<file path="config.mk">
export PLATFORM = sky130hd
export DESIGN_NAME = block_change_bitmap
export DESIGN_NICKNAME = d
export VERILOG_FILES = /design/src/rtl/bcb_pkg.sv /design/src/rtl/bcb_block_track.sv /design/src/rtl/bcb_flag_pack.sv /design/src/rtl/block_change_bitmap.sv
export SDC_FILE = /design/constraint.sdc
export NUM_CORES = 1
export LEC_CHECK = 0
export BUFFER_PORTS_ARGS = -buffer_cell sky130_fd_sc_hd__buf_4
export CORE_MARGIN = 2
export CORE_UTILIZATION = 30
export CTS_CLUSTER_DIAMETER = 200
export DETAILED_ROUTE_END_ITERATION = 10
export HOLD_SLACK_MARGIN = 0.12
export RECOVER_POWER = 25
export SLEW_MARGIN = 20
export SYNTH_ARGS = -nofsm -noshare
export SYNTH_HDL_FRONTEND = slang
export SYNTH_HIERARCHICAL = 1
export SYNTH_SLANG_ARGS = --single-unit
export TNS_END_PERCENT = 1
</file>
<file path="constraint.sdc">
create_clock -name i_clk -period 10.26 [get_ports i_clk]
set_input_delay 2.052 -clock i_clk [delete_from_list [all_inputs] [get_ports i_clk]]
set_output_delay 2.052 -clock i_clk [all_outputs]
set_load 0.01 [all_outputs]
</file>
<file path="src/rtl/bcb_pkg.sv">
// bcb_pkg: beat types and fixed widths for the block change bitmap
// no dependencies
package bcb_pkg;

    localparam int unsigned SHIFT_W         = 5;
    localparam int unsigned FLAGS_PER_BYTE  = 8;
    localparam int unsigned HELD_W          = 3;
    localparam logic [SHIFT_W-1:0] RESET_BLOCK_SHIFT = 5'd12;

    typedef struct packed {
        logic [7:0] first_byte;
        logic [7:0] second_byte;
        logic       second_present;
        logic       region_end;
    } t_in_beat;

    typedef struct packed {
        logic [7:0] bitmap_byte;
        logic       last_of_region;
    } t_out_beat;

    // block close report from the tracker to the packer
    typedef struct packed {
        logic close;
        logic dirty;
        logic region_end;
    } t_close_info;

endpackage

</file>
<file path="src/rtl/bcb_block_track.sv">
// bcb_block_track: block size register, byte offset counter and dirty flag
// depends on bcb_pkg
module bcb_block_track #(
    parameter int unsigned MAX_BLOCK_SHIFT = 30
) (
    input  logic                        i_clk,
    input  logic                        i_rst_n,
    input  logic                        i_cfg_we,
    input  logic [bcb_pkg::SHIFT_W-1:0] i_cfg_data,
    input  bcb_pkg::t_in_beat           i_beat,
    input  logic                        i_advance,
    output bcb_pkg::t_close_info        o_close
);

    localparam int unsigned OFS_W = (MAX_BLOCK_SHIFT > 0) ? MAX_BLOCK_SHIFT : 1;
    localparam logic [bcb_pkg::SHIFT_W-1:0] SHIFT_MAX = bcb_pkg::SHIFT_W'(MAX_BLOCK_SHIFT);

    logic [bcb_pkg::SHIFT_W-1:0] r_block_shift;
    logic [OFS_W-1:0]            r_offset, n_offset;
    logic                        r_dirty, n_dirty;
    logic [bcb_pkg::SHIFT_W-1:0] shift_eff;
    logic [OFS_W-1:0]            last_offset;
    logic                        dirty;
    logic                        close;

    always_comb begin
        shift_eff   = (r_block_shift > SHIFT_MAX) ? SHIFT_MAX : r_block_shift;
        last_offset = ~({OFS_W{1'b1}} << shift_eff);
        dirty       = r_dirty | ~i_beat.second_present
                      | (i_beat.first_byte != i_beat.second_byte);
        close       = (r_offset == last_offset) | i_beat.region_end;
        if (close) begin
            n_offset = '0;
            n_dirty  = 1'b0;
        end else begin
            n_offset = r_offset + OFS_W'(1);
            n_dirty  = dirty;
        end
        o_close.close      = close;
        o_close.dirty      = dirty;
        o_close.region_end = i_beat.region_end;
    end

    always_ff @(posedge i_clk) begin
        if (!i_rst_n) begin
            r_block_shift <= bcb_pkg::RESET_BLOCK_SHIFT;
            r_offset      <= '0;
            r_dirty       <= 1'b0;
        end else begin
            if (i_cfg_we) begin
                r_block_shift <= i_cfg_data;
            end
            if (i_advance) begin
                r_offset <= n_offset;
                r_dirty  <= n_dirty;
            end
        end
    end

endmodule

</file>
<file path="src/rtl/bcb_flag_pack.sv">
// bcb_flag_pack: flag accumulator, byte emission and output register
// depends on bcb_pkg
module bcb_flag_pack (
    input  logic                 i_clk,
    input  logic                 i_rst_n,
    input  logic                 i_item_valid,
    input  bcb_pkg::t_close_info i_close,
    input  logic                 i_out_stall,
    output logic                 o_advance,
    output logic                 o_out_valid,
    output bcb_pkg::t_out_beat   o_out_data
);

    logic [7:0]                  r_acc, n_acc;
    logic [bcb_pkg::HELD_W-1:0]  r_held, n_held;
    logic                        r_out_valid;
    bcb_pkg::t_out_beat          r_out_data, n_out_data;
    logic [7:0]                  acc_shift;
    logic                        produce;
    logic                        out_free;

    always_comb begin
        acc_shift = {r_acc[6:0], i_close.dirty};
        produce   = i_close.close
                    & (i_close.region_end | (r_held == bcb_pkg::HELD_W'(7)));
        out_free  = ~r_out_valid | ~i_out_stall;
        o_advance = i_item_valid & (~produce | out_free);

        n_out_data.last_of_region = i_close.region_end;
        // pad the tail byte: shift up by the number of unused flags
        n_out_data.bitmap_byte    = i_close.region_end ? (acc_shift << (~r_held)) : acc_shift;

        n_acc  = r_acc;
        n_held = r_held;
        if (i_close.close) begin
            if (produce) begin
                n_acc  = '0;
                n_held = '0;
            end else begin
                n_acc  = acc_shift;
                n_held = r_held + bcb_pkg::HELD_W'(1);
            end
        end
    end

    always_ff @(posedge i_clk) begin
        if (!i_rst_n) begin
            r_acc       <= '0;
            r_held      <= '0;
            r_out_valid <= 1'b0;
        end else begin
            if (o_advance) begin
                r_acc  <= n_acc;
                r_held <= n_held;
            end
            if (o_advance && produce) begin
                r_out_valid <= 1'b1;
            end else if (!i_out_stall) begin
                r_out_valid <= 1'b0;
            end
        end
    end

    always_ff @(posedge i_clk) begin
        if (o_advance && produce) begin
            r_out_data <= n_out_data;
        end
    end

    assign o_out_valid = r_out_valid;
    assign o_out_data  = r_out_data;

endmodule

</file>
<file path="src/rtl/block_change_bitmap.sv">
// block_change_bitmap: top level, input register and the two working stages
// depends on bcb_pkg, bcb_block_track, bcb_flag_pack
//
//   channel   direction  handshake            payload
//   in        sink       i_in_valid/o_in_stall  t_in_beat
//   out       source     o_out_valid/i_out_stall t_out_beat
//   cfg       sink       i_cfg_valid/o_cfg_ready block_shift, 5 bits
//
// one byte pair per cycle; a pair is registered, then the offset counter,
// dirty flag and flag accumulator update when the pair advances
// each bitmap byte is held in the output register until it is taken
// an input beat is held back only when it closes a byte and the output
// register is full and stalled
// synchronous active low reset clears all counters, flags and valids
module block_change_bitmap #(
    parameter int unsigned MAX_BLOCK_SHIFT = 30
) (
    input  logic                        i_clk,
    input  logic                        i_rst_n,
    input  logic                        i_cfg_valid,
    output logic                        o_cfg_ready,
    input  logic [bcb_pkg::SHIFT_W-1:0] i_cfg_data,
    input  logic                        i_in_valid,
    output logic                        o_in_stall,
    input  bcb_pkg::t_in_beat           i_in_data,
    output logic                        o_out_valid,
    input  logic                        i_out_stall,
    output bcb_pkg::t_out_beat          o_out_data
);

    logic                 r_in_valid;
    bcb_pkg::t_in_beat    r_in_data;
    logic                 advance;
    logic                 in_take;
    bcb_pkg::t_close_info close_info;

    assign o_cfg_ready = 1'b1;
    assign o_in_stall  = r_in_valid & ~advance;
    assign in_take     = i_in_valid & ~o_in_stall;

    always_ff @(posedge i_clk) begin
        if (!i_rst_n) begin
            r_in_valid <= 1'b0;
        end else if (in_take) begin
            r_in_valid <= 1'b1;
        end else if (advance) begin
            r_in_valid <= 1'b0;
        end
    end

    always_ff @(posedge i_clk) begin
        if (in_take) begin
            r_in_data <= i_in_data;
        end
    end

    bcb_block_track #(
        .MAX_BLOCK_SHIFT(MAX_BLOCK_SHIFT)
    ) u_track (
        .i_clk      (i_clk),
        .i_rst_n    (i_rst_n),
        .i_cfg_we   (i_cfg_valid & o_cfg_ready),
        .i_cfg_data (i_cfg_data),
        .i_beat     (r_in_data),
        .i_advance  (advance),
        .o_close    (close_info)
    );

    bcb_flag_pack u_pack (
        .i_clk        (i_clk),
        .i_rst_n      (i_rst_n),
        .i_item_valid (r_in_valid),
        .i_close      (close_info),
        .i_out_stall  (i_out_stall),
        .o_advance    (advance),
        .o_out_valid  (o_out_valid),
        .o_out_data   (o_out_data)
    );

endmodule

</file>
==> flow_summary.json, run 1 <==
{
  "ys_warn_count": 6,
  "syn_nets": 494,
  "grt-ovfl-total": 0,
  "detail_route.wl_per_cell_um": 15.7,
  "ioPinCount": 40,
  "power.leakage_uw": 0.00159,
  "cellPowerDensity_nw_per_um2": 139,
  "count_of_flip_flops_with_a_built_in_enable_after_synthesis": 27,
  "worst_hold_path_type": "flip-flop to flip-flop",
  "critical_path.cell_chain": "inv_1, o22ai_1, o2111ai_1, a211o_1, or4_4, o31ai_4, buf_4, a21boi_2, buf_4, nor2b_4, buf_4",
  "stdcell_count": 658,
  "cts_tree": "built",
  "floorplan.initialDensity": 0.309,
  "cts-root-to-sink-buffers": 2,
  "std_cell_rows": 43,
  "post_synth_fa_ha_maj_area_fraction": 0.00870,
  "drc": 0,
  "cts.repair.resized": 0,
  "tightest_slew_ns": 0.891,
  "first_global_vias": 3344,
  "run_status": "finished clean",
  "wl_um": 10300,
  "number_of_instances_in_the_placed_design": 642,
  "max_cap_violations": 0,
  "sink_count_of_the_clock_tree": 75,
  "crit_start_category": "flip-flop",
  "timing_max_transition_violations_final": 0,
  "die_y_um": 124,
  "layout-area-overhead-vs-synth_pct": 14.3,
  "cts-htree-levels": 3,
  "final_antenna_net_count": 0,
  "die_width_um": 124,
  "synth_register_bits": 75,
  "finalWorstPathRequiredPeriod_ns": 6.00,
  "yosysMostFrequentCell": "dfxtp_1",
  "totalNegativeSetupSlack_ns": 0,
  "post_synth_mux_area_share": 0.0501,
  "grt_first_pass_wirelength_um": 17100,
  "vdd_ir_drop_max_v": 0.000100,
  "post_synth_inst_count": 463,
  "fin_total_pwr_uw": 687,
  "unrepaired_setup_endpoints_after_global_routing": "no",
  "leading_area_contributor_after_synthesis": "dfxtp_1",
  "final_hold_fails": 0,
  "synthXorXnorAreaFrac": 0.0690,
  "place_congestion": 0.849,
  "num_antenna_cells": 0,
  "cts_hold_fix_bufs": 0,
  "crit_path_max_fanout": 39,
  "cts.reportedPaths.clkPinSlew_ns": 0.06,
  "critPathCaptureType": "output pin",
  "drive_gt1_frac": 0.144,
  "post-route-period-util": 0.584,
  "cts_post_setup_buffers_inserted": 0,
  "maximum_number_of_pins_on_one_net_before_global_route_repair": 40,
  "worst-endpoint-arrival_ns": 3.94,
  "synth_top_area_share": 0.223,
  "synth_async_sr_flop_share": 0,
  "clk-insertion-delay-late_ns": 0.33,
  "synth_top_family_by_area": "compound AO/OA/AOI/OAI gates",
  "required_ns": 8.21,
  "worst_path_max_delay_cell": "dfxtp_1",
  "synth_simple_gate_area_share": 0.201,
  "netlist_top_cells_area": "dfxtp_1 22%, edfxtp_1 19%, a211oi_1 4.2%",
  "grt_antenna_before_repair": 0,
  "number_of_library_cell_types_mapped_by_synthesis": 72,
  "cts_root_buffer": "clkbuf_16",
  "nets": 504,
  "io_buffer_count": 38,
  "filler_instances": 1424,
  "final.hold.worst_slack_ns": 0.487,
  "fin_skew_ns": 0.00709,
  "crit_type": "flip-flop to output pin",
  "vias_per_cell": 5.40,
  "sum_of_net_half_perimeters_after_detailed_placement_um": 7240,
  "numCtsBuffers": 9,
  "clock.fmax_mhz": 167,
  "worst_path_most_repeated_cell": "buf_4",
  "firstDrtPassIters": 4,
  "grtUsageTotal": 0.144,
  "synth_seq_area_share": 0.410,
  "core-area_um2": 14000,
  "final_core_utilization": 0.353,
  "initialDrtViolationCount": 352,
  "synthesized_area_um2": 4320,
  "vias": 3550,
  "dominantRegCellSynth": "dfxtp_1",
  "synth.avg_cell_area_um2": 9.32,
  "floorplan.die_area_um2": 15400,
  "worst_max_slew_margin_expressed_relative_to_the_limit": 0.401,
  "setup_viol_count_final": 0,
  "post_synth_most_frequent_cells": "48 x dfxtp_1, 31 x nor2_1, 29 x nand2_1, 28 x clkbuf_1",
  "synth_compound_area_frac": 0.201,
  "critPathMaxStageDelay_ns": 0.80
}
==> placed cells by master (no fill, tap or decap), types with 11 or more instances in the layout <==
cell type,count
a211oi_1,24
a21boi_0,11
a21oi_1,17
buf_4,23
clkbuf_4,18
dfxtp_1,48
edfxtp_1,27
nand2_1,29
nand3_1,27
nand4_1,12
nor2_1,31
nor3_1,11
o21ai_0,21
xnor2_1,15
xor2_1,19
==> report_power, final <==
| group | leakage, uW | internal [uW] | switching (uW) |
|---|---|---|---|
| Sequential | 0.000645 | 317 | 12.3 |
| Combinational | 0.000802 | 24.1 | 30.0 |
| Clock | 0.000142 | 179 | 124 |
| Total | 0.00159 | 520 | 166 |
==> cells by family after synthesis <==
kind of cell / after synthesis
multiplexers: 15
other: 1
AO/OA/AOI/OAI: 121
AND/OR/NAND/NOR: 161
flip-flops: 75
XOR/XNOR: 34
adder cells (fa/ha/maj): 3
buffers and inverters: 53
==> flip-flops by register name (all words and copies together), names as in the netlist <==
| register | cells |
|---|---|
| u_pack/r_held | 3 |
| u_pack/o_out_valid | 1 |
| u_pack/o_out_data | 9 |
| r_in_valid | 1 |
| r_in_data | 18 |
| u_track/r_dirty | 1 |
| u_track/r_offset | 30 |
| u_pack/r_acc | 7 |
| u_track/r_block_shift | 5 |
==> per-layer routing <==
layer,wire length [um],track usage,up-vias,share of wire
met5,0,0,-,0
met4,267,0.0646,0,0.026
met3,499,0.0288,13,0.048
met2,4930,0.235,99,0.48
met1,4630,0.184,1684,0.45
li1,-,-,1754,-
==> critical path, delay by kind of cell (launching register included) <==
family / cells / cell delay, ns
buffers and inverters: 4 / 1.16
and+or+nand+nor: 2 / 0.68
AOI/OAI and AO/OA: 5 / 0.96
DFF: 1 / 0.80
==> worst paths after layout <==
| kind | slack (ns) | to | cells past startpoint | startpoint |
|---|---|---|---|---|
| setup / recovery | 4.26 | o_in_stall | 11 | u_track/r_block_shift[4] |
| hold / removal | 0.49 | u_track/r_dirty | 2 | u_track/r_dirty |
| setup reg to reg | 5.55 | u_track/r_offset[22] | 15 | u_track/r_block_shift[3] |
| hold reg to reg | 0.49 | u_track/r_dirty | 2 | u_track/r_dirty |
==> per-stage QoR <==
stage / area [um2] / worst slack, ns
floorplan: 4320 / 5.41
global placement: 4640 / 4.77
detailed placement: 4640 / 4.69
CTS: 4940 / 4.31
global route: 4940 / 4.01
finish: 4940 / 4.26
==> final cells by class <==
type	count	area, um2	area share
inverter	10	37.5	0.00760
timing repair buffer	42	312	0.0631
multi-input combinational	335	2290	0.465
clock buffer	10	250	0.0507
clock inverter	6	46.3	0.00938
tap	180	225	0.0456
sequential	75	1770	0.359
Note: power is estimated with default switching activity, not from simulation.
==> inputs of run 2 (changes only) <==
==> constraint.sdc (replaced) <==
create_clock -name i_clk -period 5.9 [get_ports i_clk]
set_input_delay 1.18 -clock i_clk [delete_from_list [all_inputs] [get_ports i_clk]]
set_output_delay 1.18 -clock i_clk [all_outputs]
set_load 0.01 [all_outputs]
==> flow_summary.json, run 2 (synthesis results as in run 1) <==
{
  "final.hold.worst_slack_ns": 0.487,
  "wl_um": 10200,
  "vdd_ir_drop_max_v": 0.000192,
  "worst_hold_path_type": "flip-flop to flip-flop",
  "grt-ovfl-total": 0,
  "power.leakage_uw": 0.00159,
  "grtUsageTotal": 0.143,
  "power.clock.fraction": 0.479,
  "initialDrtViolationCount": 324,
  "area_after_detailed_placement_um2": 4640,
  "grt_antenna_before_repair": 0,
  "core-area_um2": 14000,
  "cts.reportedPaths.clkPinSlew_ns": 0.06,
  "die_width_um": 124,
  "fin_area_um2": 4960,
  "crit_start_category": "flip-flop",
  "max_cap_violations": 0,
  "crit_path_start": "u_track/r_block_shift[4]",
  "floorplan.initialDensity": 0.309,
  "firstDrtPassIters": 6,
  "drive_gt1_frac": 0.134,
  "fin_skew_ns": 0.00635,
  "cts_tree": "built",
  "cts-root-to-sink-buffers": 2,
  "critPathCaptureType": "output pin",
  "crit_type": "flip-flop to output pin",
  "total_switching_power_uw": 288,
  "vias_per_cell": 5.45,
  "io_buffer_count": 38,
  "tightest_slew_ns": 0.860,
  "first_global_vias": 3305,
  "timing_max_transition_violations_final": 0,
  "cts_post_setup_buffers_inserted": 0,
  "floorplan.die_area_um2": 15400,
  "maximum_number_of_pins_on_one_net_before_global_route_repair": 39,
  "drc": 0,
  "combinationalPowerShare": 0.074,
  "final_hold_fails": 0,
  "clk-insertion-delay-late_ns": 0.34,
  "place_congestion": 0.884,
  "setup_viol_count_final": 0,
  "unrepaired_setup_endpoints_after_global_routing": "no",
  "final_core_utilization": 0.354,
  "std_cell_rows": 43,
  "cts-htree-levels": 3,
  "critical_path.cell_chain": "inv_1, o22ai_1, o2111ai_1, a211o_1, or4_4, o31ai_4, a21boi_2, nor2b_4, buf_4",
  "detail_route.wl_per_cell_um": 15.6,
  "largest_register_ffs": 30,
  "die_y_um": 124,
  "worst_max_slew_margin_expressed_relative_to_the_limit": 0.421,
  "grt_first_pass_wirelength_um": 16900,
  "layout.cells.most_common_list": "48 x dfxtp_1, 31 x nor2_1, 29 x nand2_1, 27 x edfxtp_1, 27 x nand3_1",
  "cts_hold_fix_bufs": 0,
  "run_status": "finished clean",
  "ioPinCount": 40,
  "layout-area-overhead-vs-synth_pct": 14.8,
  "nets": 504,
  "net_switching_fraction_of_the_power": 0.225,
  "numCtsBuffers": 9,
  "r2r-start": "u_track/r_block_shift[3]",
  "final_antenna_net_count": 0,
  "internal-power_uw": 990,
  "crit_path_max_fanout": 22,
  "power.sequential.fraction": 0.447,
  "num_antenna_cells": 0,
  "layout.cells.most_common": "dfxtp_1",
  "required_ns": 4.72,
  "worst_path_max_delay_cell": "dfxtp_1",
  "cts_root_buffer": "clkbuf_16",
  "totalNegativeSetupSlack_ns": 0,
  "sum_of_net_half_perimeters_after_detailed_placement_um": 7250,
  "worst-endpoint-arrival_ns": 3.41,
  "vias": 3585,
  "cellPowerDensity_nw_per_um2": 258,
  "critPathMaxStageDelay_ns": 0.79,
  "filler_instances": 1447,
  "clock.fmax_mhz": 218,
  "post-route-period-util": 0.778,
  "max_flop_register": "u_track/r_offset",
  "hp-start": "u_track/r_dirty",
  "finalWorstPathRequiredPeriod_ns": 4.59,
  "sink_count_of_the_clock_tree": 75,
  "cts.repair.resized": 0
}
-- run 2: cell count changes in the layout (fill, tap and decap cells not counted) --
cell,previous run,this run
buf_4,23,19
bufinv_16,0,2
clkbuf_1,1,7
clkbuf_4,18,17
clkinv_1,1,0
clkinv_4,3,0
inv_4,0,1
-- run 2: cell type report --
cell class / count / area (um2) / area share
timing repair buffer: 42 / 293 / 0.0591
sequential: 75 / 1770 / 0.357
clock buffer: 11 / 254 / 0.0512
clock inverter: 5 / 82.6 / 0.0167
multi-input combinational: 335 / 2290 / 0.463
tap: 180 / 225 / 0.0454
inverter: 10 / 37.5 / 0.00757
-- run 2: worst max-delay path, delay by kind of cell (launching register included) --
kind / cells / cell delay [ns]
AND/OR/NAND/NOR: 2 / 0.67
flip-flops: 1 / 0.79
AO/OA/AOI/OAI: 5 / 1.06
buffers and inverters: 2 / 0.54
-- run 2: per-stage QoR --
step                      power, uW  cells  setup WS (ns)
after floorplan                 647    463           1.92
after global placement          676    642           1.72
after detailed placement        678    642           1.57
after CTS                      1300    658           1.31
after global routing           1330    658           1.04
final                          1280    658           1.31
-- run 2: power groups by stage --
| stage | Combinational [uW] | Clock [uW] | Sequential [uW] |
|---|---|---|---|
| 2_1_floorplan | 78.3 | 0 | 569 |
| 3_3_place_gp | 94.0 | 0 | 582 |
| 3_5_place_dp | 95.4 | 0 | 583 |
| 4_1_cts | 95.8 | 628 | 572 |
| 5_1_grt | 105 | 649 | 574 |
| 6_report | 93.9 | 612 | 572 |
-- run 2: routing by layer --
layer,wire length (um),track usage,up-vias
li1,-,-,1747
met2,4930,0.241,132
met5,0,0,-
met4,197,0.0499,0
met1,4460,0.177,1696
met3,647,0.0362,10
-- run 2: path summary, 6_finish.rpt --
check | slack, ns | cells past startpoint | endpoint
max | 1.31 | 9 | o_in_stall
min | 0.49 | 2 | u_track/r_dirty
min reg2reg | 0.49 | 2 | u_track/r_dirty
max reg2reg | 1.50 | 14 | u_track/r_offset[22]
